[src/rtl/core/mlg_pkg.sv]
// Shared types, constants and floating-point helper functions for the MAPE loss block.
package mlg_pkg;

  localparam logic [31:0] LABEL_EPS  = 32'h38D1B717;  // 0.0001
  localparam logic [31:0] MAX_MAG    = 32'h447A0000;  // 1000.0
  localparam logic [31:0] PERCENT    = 32'h42C80000;  // 100.0
  localparam logic [31:0] QNAN       = 32'hFFC00000;
  localparam logic [31:0] QUIET_BIT  = 32'h00400000;

  localparam int ADD_LAT  = 3;
  localparam int MUL_LAT  = 3;
  localparam int DIV_NQ   = 26;
  localparam int DIV_IPS  = 4;
  localparam int DIV_NST  = (DIV_NQ + DIV_IPS - 1) / DIV_IPS;
  localparam int DIV_LAT  = DIV_NST + 2;

  typedef enum logic [1:0] {
    REG_LOSS_HALF  = 2'd0,
    REG_GRAD_HALF  = 2'd1,
    REG_LOSS_SCALE = 2'd2
  } cfg_reg_e;

  typedef logic signed [9:0] exp_t;
  typedef logic [26:0] mant_t;

  typedef struct packed {
    logic       sign;
    logic       nan;
    logic       inf;
    logic       zero;
    exp_t       exp;
    logic [23:0] mant;
  } unp_t;

  typedef struct packed {
    logic nan;
    logic inf;
    logic zero;
  } spec_t;

  typedef struct packed {
    logic zm;
    logic pos;
    logic neg;
  } side_t;

  // Unpacks a single, normalising subnormals so that mant[23] is set.
  function automatic unp_t fp_unpack(input logic [31:0] b);
    unp_t u;
    logic [4:0] k;
    k = 5'd0;
    for (int i = 0; i < 23; i++) begin
      if (b[i]) k = 5'(i);
    end
    u.sign = b[31];
    u.nan  = (b[30:23] == 8'hFF) && (b[22:0] != 23'd0);
    u.inf  = (b[30:23] == 8'hFF) && (b[22:0] == 23'd0);
    u.zero = (b[30:0] == 31'd0);
    if (b[30:23] != 8'd0) begin
      u.exp  = $signed({2'b00, b[30:23]}) - 10'sd127;
      u.mant = {1'b1, b[22:0]};
    end else begin
      u.exp  = $signed({5'b00000, k}) - 10'sd149;
      u.mant = {1'b0, b[22:0]} << (5'd23 - k);
    end
    return u;
  endfunction

  // Rounds m/2^26 * 2^ex to nearest even; m[26] must be set unless the result is tiny.
  function automatic logic [31:0] fp_round(input logic sign, input exp_t ex, input mant_t m);
    logic signed [10:0] be;
    logic [4:0]  sh;
    mant_t       ms;
    logic        st;
    logic        g;
    logic        rest;
    logic        lsb;
    logic [30:0] pk;
    be = $signed({ex[9], ex}) + 11'sd127;
    if (be >= 11'sd255) begin
      return {sign, 8'hFF, 23'd0};
    end
    if (be >= 11'sd1) begin
      pk   = {be[7:0], m[25:3]};
      lsb  = m[3];
      g    = m[2];
      rest = m[1] | m[0];
    end else begin
      if (be < -11'sd25) sh = 5'd27;
      else               sh = 5'(11'sd1 - be);
      ms   = m >> sh;
      st   = |(m & ~({27{1'b1}} << sh));
      pk   = {8'h00, ms[25:3]};
      lsb  = ms[3];
      g    = ms[2];
      rest = ms[1] | ms[0] | st;
    end
    return {sign, pk + 31'(g && (rest || lsb))};
  endfunction

  // Single to half conversion, round to nearest even.
  function automatic logic [15:0] to_half(input logic [31:0] b);
    logic        s;
    logic [7:0]  ex;
    logic [22:0] man;
    logic [23:0] m;
    logic [23:0] rem;
    logic [23:0] hw;
    logic [4:0]  sh;
    logic [15:0] h;
    logic [12:0] r13;
    s   = b[31];
    ex  = b[30:23];
    man = b[22:0];
    if (ex == 8'hFF) begin
      return {s, 5'h1F, man != 23'd0, 9'd0};
    end
    if (ex >= 8'd143) begin
      return {s, 15'h7C00};
    end
    if (ex <= 8'd112) begin
      if (ex < 8'd102) begin
        return {s, 15'd0};
      end
      m   = {1'b1, man};
      sh  = 5'(8'd126 - ex);
      rem = m & ~({24{1'b1}} << sh);
      hw  = 24'd1 << (sh - 5'd1);
      h   = 16'(m >> sh);
      if ((rem > hw) || ((rem == hw) && h[0])) h = h + 16'd1;
      return {s, h[14:0]};
    end
    h   = {1'b0, 5'(ex - 8'd112), man[22:13]};
    r13 = man[12:0];
    if ((r13 > 13'h1000) || ((r13 == 13'h1000) && h[0])) h = h + 16'd1;
    return {s, h[14:0]};
  endfunction

  // Maps a single to an unsigned key that orders like the numbers themselves.
  function automatic logic [31:0] fp_key(input logic [31:0] b);
    return b[31] ? ~b : {1'b1, b[30:0]};
  endfunction

endpackage

[src/rtl/core/mlg_fmul.sv]
// Three-stage single-precision multiplier: unpack, multiply, normalise and round.
module mlg_fmul import mlg_pkg::*; (
  input  logic        clk_i,
  input  logic        en_i,
  input  logic [31:0] a_i,
  input  logic [31:0] b_i,
  output logic [31:0] prod_o
);

  logic [23:0] s1_ma_q, s1_mb_q;
  exp_t        s1_exp_q, s2_exp_q;
  logic        s1_sign_q, s2_sign_q;
  spec_t       s1_spc_q, s2_spc_q;
  logic [31:0] s1_nanv_q, s2_nanv_q;
  logic [47:0] s2_prod_q;
  logic [31:0] res_q, res_d;

  always_ff @(posedge clk_i) begin
    unp_t ua, ub;
    if (en_i) begin
      ua = fp_unpack(a_i);
      ub = fp_unpack(b_i);
      s1_ma_q       <= ua.mant;
      s1_mb_q       <= ub.mant;
      s1_exp_q      <= ua.exp + ub.exp;
      s1_sign_q     <= ua.sign ^ ub.sign;
      s1_spc_q.nan  <= ua.nan || ub.nan || (ua.zero && ub.inf) || (ua.inf && ub.zero);
      s1_spc_q.inf  <= ua.inf || ub.inf;
      s1_spc_q.zero <= ua.zero || ub.zero;
      // A signalling operand comes back quietened; an invalid product gives the default NaN.
      s1_nanv_q     <= ua.nan ? (a_i | QUIET_BIT) : (ub.nan ? (b_i | QUIET_BIT) : QNAN);
    end
  end

  always_ff @(posedge clk_i) begin
    if (en_i) begin
      s2_prod_q <= s1_ma_q * s1_mb_q;
      s2_exp_q  <= s1_exp_q;
      s2_sign_q <= s1_sign_q;
      s2_spc_q  <= s1_spc_q;
      s2_nanv_q <= s1_nanv_q;
    end
  end

  always_comb begin
    mant_t m;
    exp_t  ex;
    if (s2_prod_q[47]) begin
      m  = {s2_prod_q[47:22], s2_prod_q[21] | (|s2_prod_q[20:0])};
      ex = s2_exp_q + 10'sd1;
    end else begin
      m  = {s2_prod_q[46:21], s2_prod_q[20] | (|s2_prod_q[19:0])};
      ex = s2_exp_q;
    end
    if (s2_spc_q.nan)       res_d = s2_nanv_q;
    else if (s2_spc_q.inf)  res_d = {s2_sign_q, 8'hFF, 23'd0};
    else if (s2_spc_q.zero) res_d = {s2_sign_q, 31'd0};
    else                    res_d = fp_round(s2_sign_q, ex, m);
  end

  always_ff @(posedge clk_i) begin
    if (en_i) res_q <= res_d;
  end

  assign prod_o = res_q;

endmodule

[config.mk]
export PLATFORM = sky130hd
export DESIGN_NAME = mlg_fmul
export DESIGN_NICKNAME = d
export VERILOG_FILES = /design/src/rtl/core/mlg_pkg.sv /design/src/rtl/core/mlg_fmul.sv
export SDC_FILE = /design/constraint.sdc
export NUM_CORES = 2
export LEC_CHECK = 0
export ABC_AREA = 0
export BUFFER_PORTS_ARGS = -buffer_cell sky130_fd_sc_hd__clkbuf_2
export CELL_PAD_IN_SITES_DETAIL_PLACEMENT = 1
export CELL_PAD_IN_SITES_GLOBAL_PLACEMENT = 2
export CORE_ASPECT_RATIO = 0.8
export CORE_MARGIN = 2
export CORE_UTILIZATION = 44
export DETAILED_ROUTE_END_ITERATION = 10
export HOLD_SLACK_MARGIN = 0.03
export PLACE_DENSITY_LB_ADDON = 0.1
export SLEW_MARGIN = 10
export SYNTH_ARGS = -nofsm -noshare
export SYNTH_HDL_FRONTEND = slang
export SYNTH_SLANG_ARGS = --single-unit
export TNS_END_PERCENT = 1
[constraint.sdc]
create_clock -name clk_i -period 17 [get_ports clk_i]
set_input_delay 2.55 -clock clk_i [delete_from_list [all_inputs] [get_ports clk_i]]
set_output_delay 2.55 -clock clk_i [all_outputs]
set_load 0.01 [all_outputs]
# --- After elaboration in Yosys (flattened, before gate mapping) ---
# Index checks and enable logic that the tools add are counted.
classes:
  n_mux: 89
  n_addsub: 11
  n_eq_ne: 2
  div: 0
  magnitude_cmp: 3
  multipliers: 1
  n_shift: 4
  n_bitwise: 8
  reduce_logical: 24
op_table:
  columns: ["cell", "count"]
  rows:
  - ["$mux 5", 50]
  - ["$mux 32", 7]
  - ["$mux 31", 5]
  - ["$mux 34", 4]
  - ["$logic_not 31->1", 2]
  - ["$mul 24x24->48", 1]
  - ["$shl 23x5->24", 2]
  - ["$logic_not 23->1", 2]
  - ["$reduce_bool 23->1", 2]
  - ["$add 31x1->31", 1]
  - ["$and 27x27->27", 1]
  - ["$mux 27", 1]
  - ["$not 27->27", 1]
  - ["$reduce_or 27->1", 1]
  - ["$shl 27x5->27 const A", 1]
  - ["$shr 27x5->26", 1]
  - ["$mux 1", 21]
  - ["$reduce_or 21->1", 1]
  - ["$reduce_or 20->1", 1]
  - ["$sub 5x8->9 const B", 2]
  - ["$sub 8x7->9 const B", 2]
  - ["$eq 8x8->1 const B", 2]
  - ["$reduce_bool 8->1", 2]
  - ["$add 10x8->11 const B", 1]
  - ["other kinds (12)", 28]
word_totals:
  mem_count: 0
  inputBits: 66
  regBits: 220
  latch_bits: 0
  output_inout_bits: 32
  wordCells: 159
  ram_bits: 0
  rom_bits: 0

# --- Longest topological paths before layout ---
logic_depth:
  ltp_word: 29
  mapped_depth: 30
  mapped_depth_nobuf: 29

# --- Worst setup path before layout ---
# No wires, ideal clock.
synth_timing:
  kind: "reg-to-reg"
  from: "register s1_mb_q[3]"
  to: "register s2_prod_q[46] (data pin)"
  stages_incl_launch_ff: 29
  path_buffers: 1
  required_ns: 16.738
  synth_period_minus_slack_ns: 7.774
  path_slack_ns: 9.226
  arrival_time_ns: 7.512
  path_cell_list: "edfxtp_1 clkbuf_1 nand2_1 fa_1 inv_1 fa_1 fa_1 inv_1 fa_1 inv_1 fa_1 inv_1 fa_1 inv_1 fa_1 ha_1 a21oi_1 nand2b_1 a21oi_1 a21oi_1 or4_1 a31o_2 a211o_1 a41o_1 o41ai_1 o211a_1 o31a_1 o21bai_1 xor2_1"
synth_via:
  elab_chain_cells: 1
synth_lines:
  columns: ["item", "line", "rtl"]
  rows:
  - ["from (decl)", "mlg_fmul.sv:10", "logic [23:0] s1_ma_q, s1_mb_q;"]
  - ["from (signal assigned)", "mlg_fmul.sv:24", "s1_mb_q <= ub.mant;"]
  - ["$mul 24x24->48", "mlg_fmul.sv:37", "s2_prod_q <= s1_ma_q * s1_mb_q;"]
  - ["to (signal assigned)", "mlg_fmul.sv:37", null]
  - ["to (decl)", "mlg_fmul.sv:15", "logic [47:0] s2_prod_q;"]
# Every way passes these cells.
# A chain may end at the register's enable or synchronous reset.

# --- Worst setup path in the final report ---
layout_timing:
  from: "register s1_ma_q[9]"
  to: "register s2_prod_q[44] (data pin)"
layout_via:
  elab_chain_cells: 1
layout_lines:
  columns: ["item", "line", "rtl"]
  rows:
  - ["from (decl)", "mlg_fmul.sv:10", null]
  - ["from (signal assigned)", "mlg_fmul.sv:23", "s1_ma_q <= ua.mant;"]
  - ["$mul 24x24->48", "mlg_fmul.sv:37", null]
# Every way passes these cells.

==> results.json <==
{
  "drc": 0,
  "maxSlewHeadroom": 0.1466,
  "r2r_end": "s2_prod_q[44]",
  "ys_seq_elements": 218,
  "synth-seq-area-share": 0.1904,
  "path_max_fanout": 24,
  "worstMarginPinSlew_ns": 1.280,
  "ys.warnings.count": 0,
  "outcome": "complete, no violations",
  "clock-sinks": 218,
  "synth-async-reset-ratio": 0,
  "hold_end": "s2_nanv_q[13]",
  "fin_crit_sh": 0.5402,
  "layout-drive-gt1-share": 0.08146,
  "critPathArrivalTime_ns": 9.52,
  "crit_path_max_incr_delay_ns": 1.20,
  "path_clk_slew_ns": 0.07,
  "multi_input_area_sq_um": 24850,
  "hold_buffers": 0,
  "fin_nets": 4460,
  "overflow": 0,
  "port_buffers": 97,
  "rsz0062_at_grt": "false",
  "cts.repair.resized": 0,
  "crit_type": "register to register",
  "cts-buffers-inserted": 27,
  "synth_edf_count": 218,
  "grt_max_degree": 104,
  "synth_area_leaders": "fa_1 28%, edfxtp_1 19%, ha_1 7.2%",
  "finalClockSkew_ns": 0.02910,
  "fill_cells": 8858,
  "hold_class": "register to register",
  "clock_tree.buffer_depth": 3,
  "synth_top_cell_by_area": "fa_1",
  "core-area_sq_um": 77200,
  "wire_per_inst_um": 27.20,
  "min_from": "s1_nanv_q[13]",
  "post-synth-top-count-cell": "nand2_1",
  "slew_violations": 0,
  "dr_total_vias": 28659,
  "vias_per_cell": 6.025,
  "grt_pass1_wl_mm": 196.0,
  "synthCells": 3723,
  "finalHoldViolations": 0,
  "place_congestion": 0.9457,
  "dp_cells": 4706,
  "dieArea_sq_um": 80410,
  "r2r-start": "s1_ma_q[9]",
  "ff2ff_setup_slack_ns": 7.82,
  "cp_common_cell": "fa_1",
  "startpoint_type": "register",
  "postCtsSetupBuffers": 0,
  "fp.dieW_um": 316.5,
  "grt_pass1_vias": 30514,
  "synth_top_area_share": 0.2812,
  "synth_area_sq_um": 34380,
  "fmax_mhz": 108.9,
  "die_y_um": 254.0,
  "end_kind": "register",
  "drv_cap": 0,
  "avgSynthCellArea_sq_um": 9.235,
  "ff2ff_path_depth": 28,
  "rows": 91,
  "ios": 98,
  "finalSetupViolCount": 0,
  "critPathSlowestCell": "edfxtp_1",
  "setup_tns_ns": 0,
  "drt_pass1_iterations": 5,
  "dp_hpwl_mm": 100.2,
  "cts_root_buf": "clkbuf_16",
  "worst_ep_required_time_ns": 17.34,
  "final.min_clock_period_ns": 9.183,
  "yosys-top-cells-count": "555 x nand2_1, 548 x inv_1, 483 x fa_1, 224 x and2_1, 218 x edfxtp_1",
  "fin_cells": 4757,
  "routed_wl_mm": 129.4,
  "antenna_found_initial": 4,
  "ant_nets": 0,
  "cts_tree": "built",
  "synth_cell_types": 113,
  "synth_ff_type": "edfxtp_1",
  "regArea_sq_um": 6546,
  "clkLatencyLatePin_ns": 0.61,
  "start_util": 0.4454,
  "h-tree-depth": 1,
  "grt.total_usage": 0.3245,
  "min_path_cells": 0,
  "dr.first_iter.drc_count": 2482,
  "area_delta_synth_final_pct": 6.772
}
==> worst max path at each step <==
stage | start | endpoint | slack [ns]
2_1_floorplan | s1_mb_q[3] | s2_prod_q[46] | 9.23
3_3_place_gp | s1_ma_q[9] | s2_prod_q[44] | 8.09
3_5_place_dp | s1_ma_q[9] | s2_prod_q[44] | 7.92
4_1_cts | s1_ma_q[9] | s2_prod_q[46] | 7.91
5_1_grt | s1_ma_q[9] | s2_prod_q[46] | 7.37
6_report | s1_ma_q[9] | s2_prod_q[44] | 7.82
==> worst max-delay path: cells and delay by family (launching register included) <==
| family | cells | cell delay (ns) |
|---|---|---|
| AO/OA/AOI/OAI | 10 | 2.77 |
| XOR/XNOR | 1 | 0.09 |
| adder cells (fa/ha/maj) | 8 | 3.94 |
| buffers and inverters | 5 | 0.28 |
| flip-flops | 1 | 1.20 |
| AND/OR/NAND/NOR | 4 | 0.64 |
==> through the flow <==
stage                       util  instance area [sq um]  hold WS [ns]  setup slack, ns
after floorplan                -                  34400        0.4003            9.226
after global placement    0.4631                  35750        0.4009            8.093
after detailed placement  0.4631                  35750        0.4052            7.922
after CTS                 0.4755                  36710        0.4070            7.906
after global routing      0.4755                  36710        0.4076            7.372
final                     0.4756                  36710        0.4152            7.817
==> state kept, by name, indices dropped and copies added (netlist names) <==
| name | flops |
|---|---|
| s2_nanv_q | 31 |
| prod_o | 32 |
| s2_spc_q | 3 |
| s2_sign_q | 1 |
| s2_prod_q | 48 |
| s1_sign_q | 1 |
| s1_mb_q | 24 |
| s1_nanv_q | 31 |
| s1_ma_q | 24 |
| s1_exp_q | 10 |
| s1_spc_q | 3 |
| s2_exp_q | 10 |
==> cell type report <==
type / instances / share of cell area
antenna: 2 / 0.0001363
multi-input combinational: 2749 / 0.6769
clock inverter: 19 / 0.007294
tap: 1023 / 0.03487
sequential: 218 / 0.1783
inverter: 551 / 0.05634
clock buffer: 30 / 0.01871
timing repair buffer: 165 / 0.02740
==> cells in the final DEF, fill, tap and decap left out, types with 55 or more instances in the layout <==
cell type  synthesis  final
nand2_1          555    555
inv_1            548    548
fa_1             483    483
and2_1           224    224
edfxtp_1         218    218
ha_1             199    199
a21oi_1          142    142
nor2_1           132    132
o21ai_0          108    108
mux2i_1          100    100
clkbuf_2           1     96
buf_4              8     68
nand3_1           61     61
xnor2_1           56     56
nor3_1            55     55
==> routing by layer <==
metal  GRT usage  wire length [um]  part of all wire
met1      0.4753             59870              0.46
met3     0.05313              9154             0.071
met2      0.5039             57430              0.44
met5           0                20           0.00015
met4     0.07075              2943             0.023
==> logic make-up after synthesis <==
group | count (synthesis) | share of synthesized area
adders and majority gates | 682 | 0.3536
AOI/OAI and AO/OA | 650 | 0.1335
DFF | 218 | 0.1904
other | 1 | 0.0001091
buffers and inverters | 761 | 0.08752
and+or+nand+nor | 1187 | 0.1677
muxes | 131 | 0.04188
xor gates and xnor gates | 93 | 0.02522
Power is left out: the tool's default activity adds up to more than one toggle a clock period on the data nets, which glitch-free logic cannot reach.
