--- src/rtl/core/mlg_pkg.sv ---
// Shared types, constants and floating-point helper functions for the MAPE loss block.
package mlg_pkg;

  localparam logic [31:0] LABEL_EPS  = 32'h38D1B717;  // 0.0001
  localparam logic [31:0] MAX_MAG    = 32'h447A0000;  // 1000.0
  localparam logic [31:0] PERCENT    = 32'h42C80000;  // 100.0
  localparam logic [31:0] QNAN       = 32'hFFC00000;
  localparam logic [31:0] QUIET_BIT  = 32'h00400000;

  localparam int ADD_LAT  = 3;
  localparam int MUL_LAT  = 3;
  localparam int DIV_NQ   = 26;
  localparam int DIV_IPS  = 4;
  localparam int DIV_NST  = (DIV_NQ + DIV_IPS - 1) / DIV_IPS;
  localparam int DIV_LAT  = DIV_NST + 2;

  typedef enum logic [1:0] {
    REG_LOSS_HALF  = 2'd0,
    REG_GRAD_HALF  = 2'd1,
    REG_LOSS_SCALE = 2'd2
  } cfg_reg_e;

  typedef logic signed [9:0] exp_t;
  typedef logic [26:0] mant_t;

  typedef struct packed {
    logic       sign;
    logic       nan;
    logic       inf;
    logic       zero;
    exp_t       exp;
    logic [23:0] mant;
  } unp_t;

  typedef struct packed {
    logic nan;
    logic inf;
    logic zero;
  } spec_t;

  typedef struct packed {
    logic zm;
    logic pos;
    logic neg;
  } side_t;

  // Unpacks a single, normalising subnormals so that mant[23] is set.
  function automatic unp_t fp_unpack(input logic [31:0] b);
    unp_t u;
    logic [4:0] k;
    k = 5'd0;
    for (int i = 0; i < 23; i++) begin
      if (b[i]) k = 5'(i);
    end
    u.sign = b[31];
    u.nan  = (b[30:23] == 8'hFF) && (b[22:0] != 23'd0);
    u.inf  = (b[30:23] == 8'hFF) && (b[22:0] == 23'd0);
    u.zero = (b[30:0] == 31'd0);
    if (b[30:23] != 8'd0) begin
      u.exp  = $signed({2'b00, b[30:23]}) - 10'sd127;
      u.mant = {1'b1, b[22:0]};
    end else begin
      u.exp  = $signed({5'b00000, k}) - 10'sd149;
      u.mant = {1'b0, b[22:0]} << (5'd23 - k);
    end
    return u;
  endfunction

  // Rounds m/2^26 * 2^ex to nearest even; m[26] must be set unless the result is tiny.
  function automatic logic [31:0] fp_round(input logic sign, input exp_t ex, input mant_t m);
    logic signed [10:0] be;
    logic [4:0]  sh;
    mant_t       ms;
    logic        st;
    logic        g;
    logic        rest;
    logic        lsb;
    logic [30:0] pk;
    be = $signed({ex[9], ex}) + 11'sd127;
    if (be >= 11'sd255) begin
      return {sign, 8'hFF, 23'd0};
    end
    if (be >= 11'sd1) begin
      pk   = {be[7:0], m[25:3]};
      lsb  = m[3];
      g    = m[2];
      rest = m[1] | m[0];
    end else begin
      if (be < -11'sd25) sh = 5'd27;
      else               sh = 5'(11'sd1 - be);
      ms   = m >> sh;
      st   = |(m & ~({27{1'b1}} << sh));
      pk   = {8'h00, ms[25:3]};
      lsb  = ms[3];
      g    = ms[2];
      rest = ms[1] | ms[0] | st;
    end
    return {sign, pk + 31'(g && (rest || lsb))};
  endfunction

  // Single to half conversion, round to nearest even.
  function automatic logic [15:0] to_half(input logic [31:0] b);
    logic        s;
    logic [7:0]  ex;
    logic [22:0] man;
    logic [23:0] m;
    logic [23:0] rem;
    logic [23:0] hw;
    logic [4:0]  sh;
    logic [15:0] h;
    logic [12:0] r13;
    s   = b[31];
    ex  = b[30:23];
    man = b[22:0];
    if (ex == 8'hFF) begin
      return {s, 5'h1F, man != 23'd0, 9'd0};
    end
    if (ex >= 8'd143) begin
      return {s, 15'h7C00};
    end
    if (ex <= 8'd112) begin
      if (ex < 8'd102) begin
        return {s, 15'd0};
      end
      m   = {1'b1, man};
      sh  = 5'(8'd126 - ex);
      rem = m & ~({24{1'b1}} << sh);
      hw  = 24'd1 << (sh - 5'd1);
      h   = 16'(m >> sh);
      if ((rem > hw) || ((rem == hw) && h[0])) h = h + 16'd1;
      return {s, h[14:0]};
    end
    h   = {1'b0, 5'(ex - 8'd112), man[22:13]};
    r13 = man[12:0];
    if ((r13 > 13'h1000) || ((r13 == 13'h1000) && h[0])) h = h + 16'd1;
    return {s, h[14:0]};
  endfunction

  // Maps a single to an unsigned key that orders like the numbers themselves.
  function automatic logic [31:0] fp_key(input logic [31:0] b);
    return b[31] ? ~b : {1'b1, b[30:0]};
  endfunction

endpackage

--- src/rtl/core/mlg_fadd.sv ---
// Three-stage single-precision subtractor: align, add and normalise, round.
module mlg_fadd import mlg_pkg::*; (
  input  logic        clk_i,
  input  logic        en_i,
  input  logic [31:0] a_i,
  input  logic [31:0] b_i,
  output logic [31:0] dif_o
);

  logic        s1_sign_q, s1_sub_q, s1_nan_q, s1_inf_q;
  logic [7:0]  s1_exp_q;
  mant_t       s1_ml_q, s1_ms_q;
  logic        s1_sign_d, s1_sub_d, s1_nan_d, s1_inf_d;
  logic [7:0]  s1_exp_d;
  mant_t       s1_ml_d, s1_ms_d;

  logic        s2_sign_q, s2_nan_q, s2_inf_q, s2_zero_q;
  exp_t        s2_exp_q;
  mant_t       s2_m_q;
  logic        s2_zero_d;
  exp_t        s2_exp_d;
  mant_t       s2_m_d;

  logic [31:0] dif_q, dif_d;

  always_comb begin
    logic [31:0] nb, lg, sm;
    logic [7:0]  es;
    logic [7:0]  d;
    logic [4:0]  sh;
    mant_t       ms;
    logic        a_nan, b_nan;
    nb     = {~b_i[31], b_i[30:0]};
    lg     = (nb[30:0] > a_i[30:0]) ? nb : a_i;
    sm     = (nb[30:0] > a_i[30:0]) ? a_i : nb;
    s1_exp_d = (lg[30:23] == 8'd0) ? 8'd1 : lg[30:23];
    es     = (sm[30:23] == 8'd0) ? 8'd1 : sm[30:23];
    d      = s1_exp_d - es;
    sh     = (d > 8'd27) ? 5'd27 : d[4:0];
    s1_ml_d = {lg[30:23] != 8'd0, lg[22:0], 3'b000};
    ms     = {sm[30:23] != 8'd0, sm[22:0], 3'b000};
    s1_ms_d = (ms >> sh) | mant_t'(|(ms & ~({27{1'b1}} << sh)));
    s1_sign_d = lg[31];
    s1_sub_d  = lg[31] ^ sm[31];
    a_nan  = (a_i[30:23] == 8'hFF) && (a_i[22:0] != 23'd0);
    b_nan  = (b_i[30:23] == 8'hFF) && (b_i[22:0] != 23'd0);
    s1_inf_d = (lg[30:0] == 31'h7F800000);
    s1_nan_d = a_nan || b_nan || (s1_inf_d && (sm[30:0] == 31'h7F800000) && s1_sub_d);
  end

  always_ff @(posedge clk_i) begin
    if (en_i) begin
      s1_sign_q <= s1_sign_d;
      s1_sub_q  <= s1_sub_d;
      s1_nan_q  <= s1_nan_d;
      s1_inf_q  <= s1_inf_d;
      s1_exp_q  <= s1_exp_d;
      s1_ml_q   <= s1_ml_d;
      s1_ms_q   <= s1_ms_d;
    end
  end

  always_comb begin
    logic [27:0] sum;
    logic [27:0] shl;
    logic [4:0]  lz;
    exp_t        ex0;
    sum = s1_sub_q ? ({1'b0, s1_ml_q} - {1'b0, s1_ms_q}) : ({1'b0, s1_ml_q} + {1'b0, s1_ms_q});
    lz  = 5'd0;
    for (int i = 0; i < 28; i++) begin
      if (sum[i]) lz = 5'(27 - i);
    end
    ex0 = $signed({2'b00, s1_exp_q}) - 10'sd127;
    shl = sum << (lz - 5'd1);
    if (lz == 5'd0) begin
      s2_m_d   = {sum[27:2], sum[1] | sum[0]};
      s2_exp_d = ex0 + 10'sd1;
    end else begin
      s2_m_d   = shl[26:0];
      s2_exp_d = ex0 - $signed({5'b00000, lz}) + 10'sd1;
    end
    s2_zero_d = (sum == 28'd0);
  end

  always_ff @(posedge clk_i) begin
    if (en_i) begin
      s2_sign_q <= s1_sign_q;
      s2_nan_q  <= s1_nan_q;
      s2_inf_q  <= s1_inf_q;
      s2_zero_q <= s2_zero_d;
      s2_exp_q  <= s2_exp_d;
      s2_m_q    <= s2_m_d;
    end
  end

  always_comb begin
    if (s2_nan_q)       dif_d = QNAN;
    else if (s2_inf_q)  dif_d = {s2_sign_q, 8'hFF, 23'd0};
    else if (s2_zero_q) dif_d = 32'd0;
    else                dif_d = fp_round(s2_sign_q, s2_exp_q, s2_m_q);
  end

  always_ff @(posedge clk_i) begin
    if (en_i) dif_q <= dif_d;
  end

  assign dif_o = dif_q;

endmodule

--- config.mk ---
export PLATFORM = sky130hd
export DESIGN_NAME = mlg_fadd
export DESIGN_NICKNAME = d
export VERILOG_FILES = /design/src/rtl/core/mlg_pkg.sv /design/src/rtl/core/mlg_fadd.sv
export SDC_FILE = /design/constraint.sdc
export NUM_CORES = 1
export LEC_CHECK = 0
export CAP_MARGIN = 10
export CORE_MARGIN = 4
export CORE_UTILIZATION = 50
export DETAILED_ROUTE_END_ITERATION = 7
export DONT_BUFFER_PORTS = 1
export PLACE_DENSITY_LB_ADDON = 0.12
export RECOVER_POWER = 50
export SLEW_MARGIN = 20
export SYNTH_ARGS = -nofsm -noshare
export SYNTH_HDL_FRONTEND = slang
export SYNTH_SLANG_ARGS = --single-unit
--- constraint.sdc ---
create_clock -name clk_i -period 7.4 [get_ports clk_i]
set_input_delay 0.74 -clock clk_i [delete_from_list [all_inputs] [get_ports clk_i]]
set_output_delay 0.74 -clock clk_i [all_outputs]
set_load 0.01 [all_outputs]
### Word level (Yosys, flattened, before mapping)

Cells that the tools add are included.

| word-level totals | value |
|---|---|
| RAM bits | 0 |
| memory bits (read-only) | 0 |
| memories kept | 0 |
| bits in latches | 0 |
| output and inout port bits | 32 |
| register bits after elaboration | 136 |
| logic and storage cells | 142 |

| operators by class | value |
|---|---|
| reductions and logical operators | 20 |
| shift operators | 5 |
| $add $sub $neg | 11 |
| magnitude comparators | 5 |
| multipliers | 0 |
| eq/ne operators | 4 |
| bitwise gates (word level) | 11 |
| mux-type cells | 70 |
| div/mod/pow operators | 0 |

Operator list:

| operator | count |
|---|---|
| $mux 32 | 6 |
| $mux 5 | 35 |
| $mux 31 | 5 |
| $eq 31x31->1 const B | 2 |
| $and 27x27->27 | 2 |
| $not 27->27 | 2 |
| $reduce_or 27->1 | 2 |
| $shl 27x5->27 const A | 2 |
| $reduce_bool 23->1 | 2 |
| $add 31x1->31 | 1 |
| $gt 31x31->1 | 1 |
| $add 27x27->28 | 1 |
| $logic_not 28->1 | 1 |
| $mux 28 | 1 |
| $shl 28x5->27 | 1 |
| $sub 27x27->28 | 1 |
| $mux 27 | 1 |
| $or 27x1->27 | 1 |
| $shr 27x5->26 | 1 |
| $shr 27x5->27 | 1 |
| $mux 1 | 19 |
| $eq 8x8->1 const B | 2 |
| $logic_not 8->1 | 2 |
| $mux 8 | 2 |
| other kinds (22) | 32 |

### Longest topological paths before layout

Gate-level depths: netlist of run 1.

| logic depth | value |
|---|---|
| word-level depth | 33 |
| mapped depth | 36 |
| mapped depth without buffers | 30 |

### Least setup slack after synthesis of run 1

No wires, ideal clock.

| timing | value |
|---|---|
| kind | input to register |
| from | input port a_i[20] |
| to | register s1_ms_q[6], data pin |
| setup time | 157 ps |
| stages on the path | 34 |
| buffers on the path | 8 |
| arrival | 7919 ps |
| setup slack | -675 ps |
| data required time | 7243 ps |
| cells stage by stage | inv_1 ha_1 a21o_1 a21o_1 a21oi_1 o21ai_0 a2111oi_0 a211o_1 clkbuf_1 buf_1 buf_1 clkbuf_1 buf_1 nand2_1 o211ai_1 ha_1 inv_1 fa_1 a21o_1 a21oi_1 o21bai_1 a21oi_1 xnor2_1 a311oi_1 o211ai_1 buf_1 buf_2 buf_1 mux2i_1 inv_1 mux4_2 mux2i_1 nor2_1 nor3_1 |

| between the ends | value |
|---|---|
| longest elaborated chain between the ends | 9 |

RTL lines:

| what | RTL line | text |
|---|---|---|
| start: declaration | mlg_fadd.sv:5 | `input logic [31:0] a_i,` |
| $gt 31x31->1 | mlg_fadd.sv:34, mlg_fadd.sv:35 |  |
| $mux 32 (on tied branches) | mlg_fadd.sv:34, mlg_fadd.sv:35 |  |
| $logic_not 8->1 (on tied branches) | mlg_fadd.sv:36, mlg_fadd.sv:37 |  |
| $mux 8 (on tied branches) | mlg_fadd.sv:36, mlg_fadd.sv:37 |  |
| $sub 8x8->8 | mlg_fadd.sv:38 | `d = s1_exp_d - es;` |
| $gt 8x5->1 | mlg_fadd.sv:39 | `sh = (d > 8'd27) ? 5'd27 : d[4:0];` |
| $mux 5 | mlg_fadd.sv:39 |  |
| $shr 27x5->27 * | mlg_fadd.sv:42 | `s1_ms_d = (ms >> sh) \| mant_t'(\|(ms & ~({27{1'b1}} << sh)));` |
| $or 27x1->27 * | mlg_fadd.sv:42 |  |
| net s1_ms_d[6] | mlg_fadd.sv:15 | `mant_t s1_ml_d, s1_ms_d;` |
| end signal: assignment | mlg_fadd.sv:59 | `s1_ms_q <= s1_ms_d;` |
| end: declaration | mlg_fadd.sv:12 | `mant_t s1_ml_q, s1_ms_q;` |

Mark *: on every way through the listed nets, which the timed path passes. The rest lies on a longest branch.
A chain may end at the register's enable or synchronous reset.

### Worst setup path in the final report of run 1

| timing | value |
|---|---|
| from | register s1_ms_q[0] |
| to | register s2_m_q[20], data pin |

| between the ends | value |
|---|---|
| longest elaborated chain between the ends | 33 |

RTL lines:

| what | RTL line | text |
|---|---|---|
| $add 27x27->28 / $sub 27x27->28 (equally long branches) | mlg_fadd.sv:68 | `sum = s1_sub_q ? ({1'b0, s1_ml_q} - {1'b0, s1_ms_q}) : ({1'b0, s1_ml_q} + {1'b0, s1_ms_q});` |
| $mux 28 * | mlg_fadd.sv:68 |  |
| $mux 5 (28 in a row) | mlg_fadd.sv:71 | `if (sum[i]) lz = 5'(27 - i);` |
| $sub 5x1->5 | mlg_fadd.sv:74 | `shl = sum << (lz - 5'd1);` |
| $shl 28x5->27 | mlg_fadd.sv:74 |  |
| $mux 27 * | mlg_fadd.sv:75 | `if (lz == 5'd0) begin` |
| net s2_m_d[20] | mlg_fadd.sv:22 | `mant_t s2_m_d;` |
| end signal: assignment | mlg_fadd.sv:92 | `s2_m_q <= s2_m_d;` |
| end: declaration | mlg_fadd.sv:19 | `mant_t s2_m_q;` |

Marks and branches as above.

==> impl_results.md, run 1 <==
- CTS buffer count: 17
- GRT met1 Usage: a little over two fifths
- Net Sw Power: 4.906 mW
- RSZ-0062 raised after global routing: false
- Critical Path AT: between 7000 and 8000 ps
- CP Cell Sequence: inv_1 -> ha_1 -> nand3b_1 -> a221oi_2 -> a211oi_2 -> a21boi_1 -> a2111oi_0 -> o31ai_1 -> and2_1 -> o21a_1 -> o22ai_2 -> inv_2 -> ha_1 -> buf_4 -> o31ai_1 -> a21bo_2 -> and2_1 -> buf_4 -> nor2_2 -> nand2_1 -> o22ai_1 -> a211o_1
- Reg power frac: between 15 and 20%
- Grt peak-use layer: met2
- Initial antenna violation count: 0
- Clk buf depth: 2
- Peak supply drop: ~0.34 mV
- Share of layout cells above drive strength 1: roughly a tenth
- DRT Pass-1 Iters: 6
- Worst-path maximum fanout: 27
- Post-layout util: a little over half
- First-pass GRT wire length: between 100 and 150 mm
- DR vias/cell: ~6.8
- # H-tree levels: 4
- Post-Syn Area per Cell: 7.992 um^2
- # DRC: 0
- PD cells: 448.3 nW/um^2
- Ys async rst share: 0%
- Combinational power share: roughly 73%
- CP Data Required Time: between 7000 and 8000 ps
- Worst-Margin Slew: ~1100 ps
- Sink Count: 136
- Max Cap Viol: 0
- Status: completed
- Pins Over Slew Limit: 0
- Final HPWL from detailed placement: 51.66 mm
- Tmin final: roughly 7000 ps
- Hold Path Class: input pin to register
- Final Cycle Share: between 90 and 100%
- Final setup viols: 0
- Yosys reg bits: 136
- Placement Rows: 70
- Switching part of the total: 55.70%
- Worst path slowest cell: o31ai_1
- Gr ovfl total: 0
- Power Total: roughly 8.8 mW
- Initial Util: roughly 51%
- Die Span X: between 200 and 250 um
- Postcts setup bufs: 0
- Port Buffer Count: 0
- Final antenna-violating net count: 0
- Final hold slack: just over 400 ps
- # IOs: 98
- Met2 usage: 52.85%
- Reg clk slew, reported paths: approximately 70 ps
- Cells after Synth: roughly 2300
- Hold path startpoint: en_i
- CP Launch Type: register
- Main synth FF type: edfxtp_1
- ANT cells: 0
- Drt wl/cell: about 25 um
- CP peak stage delay: 720 ps
- Number of global-route vias before repair: about 18000
- Syn nets: ~2500
- Worst setup EP type: register
- Drt total wl: 67.24 mm
- Cts hold-fix bufs: 0
- Worst path top cell family by delay: compound AO/OA/AOI/OAI gates
- Vias after detailed routing: between 15000 and 20000
- Global Route Usage Sum: approximately a third
- Clk root buf: clkbuf_16
- GP Congestion: 0.9702
- Final Hold Fails: 0
- Core area: approximately 37000 um^2
- Crit path from: s1_ms_q[0]
- Sequential element share of the synthesized area: 22.11%
- CP Buf/Inv Count: 4
- Max Clk Rate: about 140 MHz
- Clock skew: about 13 ps
- Synth warn: 0
- Reg2Reg Launch Point: s1_ms_q[0]
- P_int: 3.901 mW
- Static Leakage: between 7 and 8 nW
- Largest net degree at the start of global routing: ~140
- Max_slew headroom: between 20 and 25%
- DRT iter0 DRCs: about 2400
- Post-synth EDFFs: between 100 and 150
- Crit Path Category: register to register
- Clk_lat worst skew: 450 ps
- Share of power burned in the clock network: 10.3%
- Yosys cell types: 109
- CTS tree: done
- Synth-to-layout area growth: 6.361%
- Resized Gates After CTS: 0
- Synthesized area: ~18000 um^2
- Die H: 200.2 um
- M3 GR Usage: 5.488%
- Full die area: 40080 um^2
- Nets: between 2000 and 2500
- Setup TNS: 0 ps
==> worst reg2reg max path, delay by kind of cell (launching register included) <==
family | cells | cell delay [ps]
buffers and inverters | 4 | 940
AOI/OAI and AO/OA | 11 | 3530
adders and majority gates | 2 | 530
and+or+nand+nor | 5 | 1250
DFF | 1 | 560
==> cells in the mapped netlist (9+ instances only) <==
library cell,count,area (um^2)
nor2b_1,13,81.33
edfxtp_1,136,4084
a211oi_1,31,232.7
buf_4,9,67.56
xor2_1,25,219.0
o21ai_0,120,600.6
o21ai_1,11,55.05
nand2_1,208,780.8
mux2_2,72,810.8
nor4_1,31,193.9
a21o_1,21,157.7
or4_1,12,90.09
nand4_1,40,250.2
a31oi_1,20,125.1
a211o_1,15,131.4
xnor2_1,57,499.2
mux2i_1,141,1411
o311ai_0,9,78.83
o211ai_1,41,307.8
ha_1,114,1426
and3_1,26,162.7
buf_2,33,165.2
o22ai_1,38,237.7
inv_1,120,450.4
nand2b_1,29,181.4
or3_1,16,100.1
nor2_1,210,788.3
o2111ai_1,12,105.1
and2_1,27,168.9
a2111oi_0,9,78.83
clkbuf_1,79,296.5
a22oi_1,19,142.6
o31ai_1,24,180.2
a21oi_1,151,755.7
a221oi_1,12,105.1
o21bai_1,14,105.1
o21a_1,15,112.6
nor3_1,68,340.3
buf_1,22,82.58
nand3_1,63,315.3
a22o_1,10,87.58
==> flip-flops by register name, indices dropped and copies added, names as in the netlist <==
signal and count:
dif_o 32, s1_exp_q 8, s1_inf_q 1, s1_ml_q 24, s1_ms_q 27, s1_nan_q 1, s1_sign_q 1, s1_sub_q 1
s2_exp_q 10, s2_inf_q 1, s2_m_q 27, s2_nan_q 1, s2_sign_q 1, s2_zero_q 1
==> final cells by class <==
class	count	area, um^2
flip-flops and latches	136	4084
repair buffers	74	593.1
clock inverters	15	192.7
fillers	3488	16880
inverters	123	461.7
well taps	468	585.6
multi-input cells	1907	13300
clock buffers	17	425.4
==> metrics by stage <==
| stage | setup WS [ps] | std cells | instance area [um^2] |
|---|---|---|---|
| final | 337.2 | 2740 | 19650 |
| after global routing | 61.89 | 2740 | 19650 |
| after CTS | 608.0 | 2740 | 19640 |
| after detailed placement | 145.1 | 2708 | 19030 |
| after global placement | 207.7 | 2708 | 19030 |
| after floorplan | 3.734 | 2311 | 18480 |
==> cells in the final DEF, fill, tap and decap left out, types with 16 or more instances in the layout <==
cell type,netlist,routed
nand2_1,208,208
xor2_1,25,25
edfxtp_1,136,136
buf_4,9,71
and3_1,26,26
ha_1,114,114
a22oi_1,19,19
or3_1,16,16
inv_1,120,120
nor4_1,31,31
a211oi_1,31,31
nor3_1,68,68
a21oi_1,151,151
nand3_1,63,63
and2_1,27,26
o211ai_1,41,41
o21ai_0,120,120
mux2_2,72,72
o22ai_1,38,38
nor2_1,210,209
mux2i_1,141,141
a31oi_1,20,20
xnor2_1,57,57
clkbuf_16,0,17
o31ai_1,24,24
nand4_1,40,40
a21o_1,21,21
nand2b_1,29,29
==> cells by family after synthesis <==
group                      share of synthesized area (%)
muxes                                              12.27
buffers and inverters                              5.934
DFF                                                22.11
adders and majority gates                          8.210
AOI/OAI and AO/OA                                  25.88
and+or+nand+nor                                    21.61
xor gates and xnor gates                           3.976
==> power groups by stage <==
stage	clock, mW	combinational, mW	sequential [mW]
floorplan	0	4.62	1.26
global placement	0	6.21	1.47
detailed placement	0	6.22	1.46
CTS	0.921	6.25	1.45
global route	0.959	6.92	1.48
finish	0.907	6.43	1.47
==> metal layers <==
layer,share of wire (%),vias to the layer above
met5,0,-
met4,4.1,0
met3,8.0,165
met2,47,945
met1,41,8929
li1,-,8669
==> worst paths after layout <==
kind	endpoint	slack (ps)	cells after the start
max	s2_m_q[20]	340	22
min reg2reg	s2_inf_q	410	0
max reg2reg	s2_m_q[20]	340	22
min	dif_o[8]	400	0
(Power assumes the default switching activity.)
==> run 2: changes to the inputs <==
CAP_MARGIN = default   (was 10)
clock period = 8.4 ns   (was 7.4 ns; I/O delays follow)
==> run 2 against run 1 <==
  * Via count fell by 0.39%
  * Combinational power fell by 12%
  * Sequential power fell by 12%
  * Non-clock buffer count fell by 34
  * Sequential share of layout area rose by 0.34 points
  * Count of clock-buffer cells in the layout rose by 1
  * First-iteration DRC count fell by 14%
  * Flip-flop and latch count did not move
  * Cell area fell by 1.6%
  * Register-to-register slack improved by 780 ps
  * Largest power group unchanged
==> impl_results.md, run 2 (synthesis gave the netlist of run 1 again) <==
- Largest net degree at the start of global routing: 137 (unchanged)
- Full die area: 40080 um^2 (unchanged)
- Switching part of the total: 56.43% (+0.73 points)
- Placed Area: 18760 um^2 (-1.4%)
- ANT cells: 0 (unchanged)
- Critical Path AT: 7600 ps (+350 ps)
- Finished Cell Area: 19330 um^2 (-1.6%)
- Drt wl/cell: 24.89 um (+1.4%)
- PD cells: 396.0 nW/um^2 (-12%)
- Status: completed
- Number of global-route vias before repair: 17720 (+0.35%)
- Share of layout cells above drive strength 1: 8.985% (-1.5 points)
- Hold Path Class: register to register
- Die Span X: 200.2 um (unchanged)
- Peak supply drop: 0.3143 mV (-7.0%)
- First-pass GRT wire length: 104.1 mm (about the same)
- Commonest non-fill, non-tap cells in the layout: nor2_1 (210), nand2_1 (208), a21oi_1 (151)
- Placement Rows: 70 (unchanged)
- # IOs: 98 (unchanged)
- Cts hold-fix bufs: 0 (unchanged)
- Die H: 200.2 um (unchanged)
- Clock skew: 15.74 ps (+3.059 ps)
- CP Data Required Time: 8710 ps (+1130 ps)
- Worst setup EP type: register
- Clk root buf: clkbuf_16
- CTS buffer count: 17 (unchanged)
- Nets: 2408 (-1.4%)
- Max_slew headroom: 24.73% (+0.73 points)
- CTS tree: done
- Initial Util: 50.57% (unchanged)
- Gr ovfl total: 0 (unchanged)
- Worst-path maximum fanout: 28 (+3.7%)
- Max FFs per register: 32 (unchanged)
- DR vias/cell: 6.889 (+0.90%)
- Vias after detailed routing: 18640 (-0.39%)
- GP Congestion: 0.9955 (+2.6%)
- Final antenna-violating net count: 0 (unchanged)
- Postcts setup bufs: 0 (unchanged)
- Share of power burned in the clock network: 9.5% (-0.8 points)
- P_int: 3.334 mW (-15%)
- # DRC: 0 (unchanged)
- Clk buf depth: 2 (unchanged)
- DRT Pass-1 Iters: 7 (+1)
- Combinational power share: 73.6% (+0.6 points)
- Final setup viols: 0 (unchanged)
- Initial antenna violation count: 0 (unchanged)
- Fillcell total: 3521 (+0.95%)
- DRT iter0 DRCs: 2037 (-14%)
- RSZ-0062 raised after global routing: false
- Worst-Margin Slew: 1120 ps (-1.776 ps)
- # H-tree levels: 4 (unchanged)
- Resized Gates After CTS: 0 (unchanged)
- Tmin final: 7281 ps (+217.9 ps)
- Crit Path Category: register to register
- Port Buffer Count: 0 (unchanged)
- Max Cap Viol: 0 (unchanged)
- Pins Over Slew Limit: 0 (unchanged)
- Drt total wl: 67.32 mm (+0.12%)
- Reg clk slew, reported paths: 70 ps (about the same)
- Power Total: 7.652 mW (-13%)
- Synth-to-layout area growth: 4.633%
- Global Route Usage Sum: 32.17% (+0.087 points)
- Setup TNS: 0 ps (unchanged)
- Commonest non-fill, non-tap cell in the layout: nor2_1
- Sink Count: 136 (unchanged)
- Clk_lat worst skew: 450 ps (about the same)
- Max Clk Rate: 137.3 MHz (-3.0%)
- Static Leakage: 7.608 nW (-2.3%)
- CP Launch Type: register
- Reg power frac: 16.9% (+0.2 points)
- Final Hold Fails: 0 (unchanged)
- Net Sw Power: 4.319 mW (-12%)
- Core area: 36520 um^2 (unchanged)
- Final HPWL from detailed placement: 51.54 mm (-0.25%)
- Final Cycle Share: 86.68% (-8.8 points)
-- run 2: cell count changes in the layout (fill, tap and decap cells not counted), moves of 2 or more --
| cell | previous run | this run |
|---|---|---|
| clkinv_2 | 1 | 3 |
| buf_4 | 71 | 38 |
| clkinv_1 | 0 | 3 |
| clkinv_4 | 6 | 1 |
-- run 2: final timing paths --
check / slack (ps) / cells past startpoint / from / to
min: 410 / 0 / s1_nan_q / s2_nan_q
max reg2reg: 1120 / 19 / s1_ml_q[13] / s2_m_q[20]
max: 1120 / 19 / s1_ml_q[13] / s2_m_q[20]
min reg2reg: 410 / 0 / s1_nan_q / s2_nan_q
-- run 2: area by class of cell --
type	instances	area, um^2	share of cell area [%]
flip-flops and latches	136	4084	21.13
well taps	468	585.6	3.030
clock inverters	13	128.9	0.6668
clock buffers	18	429.2	2.221
multi-input cells	1907	13310	68.88
inverters	123	461.7	2.389
repair buffers	40	325.3	1.683
-- run 2: per-stage QoR --
| stage | std cells | hold WS (ps) | util (%) | setup slack [ps] |
|---|---|---|---|---|
| floorplan | 2311 | 400.3 | - | 224.6 |
| global placement | 2674 | 400.7 | 51.35 | 853.5 |
| detailed placement | 2674 | 406.2 | 51.35 | 769.3 |
| CTS | 2705 | 412.4 | 52.88 | 1240 |
| global route | 2705 | 427.3 | 52.92 | 533.1 |
| finish | 2705 | 413.5 | 52.92 | 1119 |
-- run 2: power by group through the flow --
stage          clock network, mW  registers, mW  logic, mW
2_1_floorplan                  0           1.11       4.06
3_3_place_gp                   0           1.29       5.42
3_5_place_dp                   0           1.29       5.42
4_1_cts                    0.738           1.28       5.45
5_1_grt                    0.774           1.30       6.06
6_report                   0.726           1.29       5.63
-- run 2: per-layer routing --
| metal | track usage, % | wire, um |
|---|---|---|
| met2 | 51.90 | 31250 |
| met5 | 0 | 0 |
| met1 | 42.29 | 27670 |
| met4 | 14.29 | 3087 |
| met3 | 6.006 | 5310 |
-- run 2: critical path, cell delays in order (launching register included) --
cell       delay [ps]
edfxtp_1          430
ha_1              520
nor2b_1           150
a2111oi_0         600
nand2_1           220
o21ai_1           360
a31oi_1           210
xnor2_1           790
nand2b_1          100
a221oi_1          370
o22ai_2           130
inv_2             180
ha_1              850
o31ai_1           310
a21bo_2           430
nor2_1            220
nor2_2            280
nand2_1           430
nor3_1            370
a211o_1           170
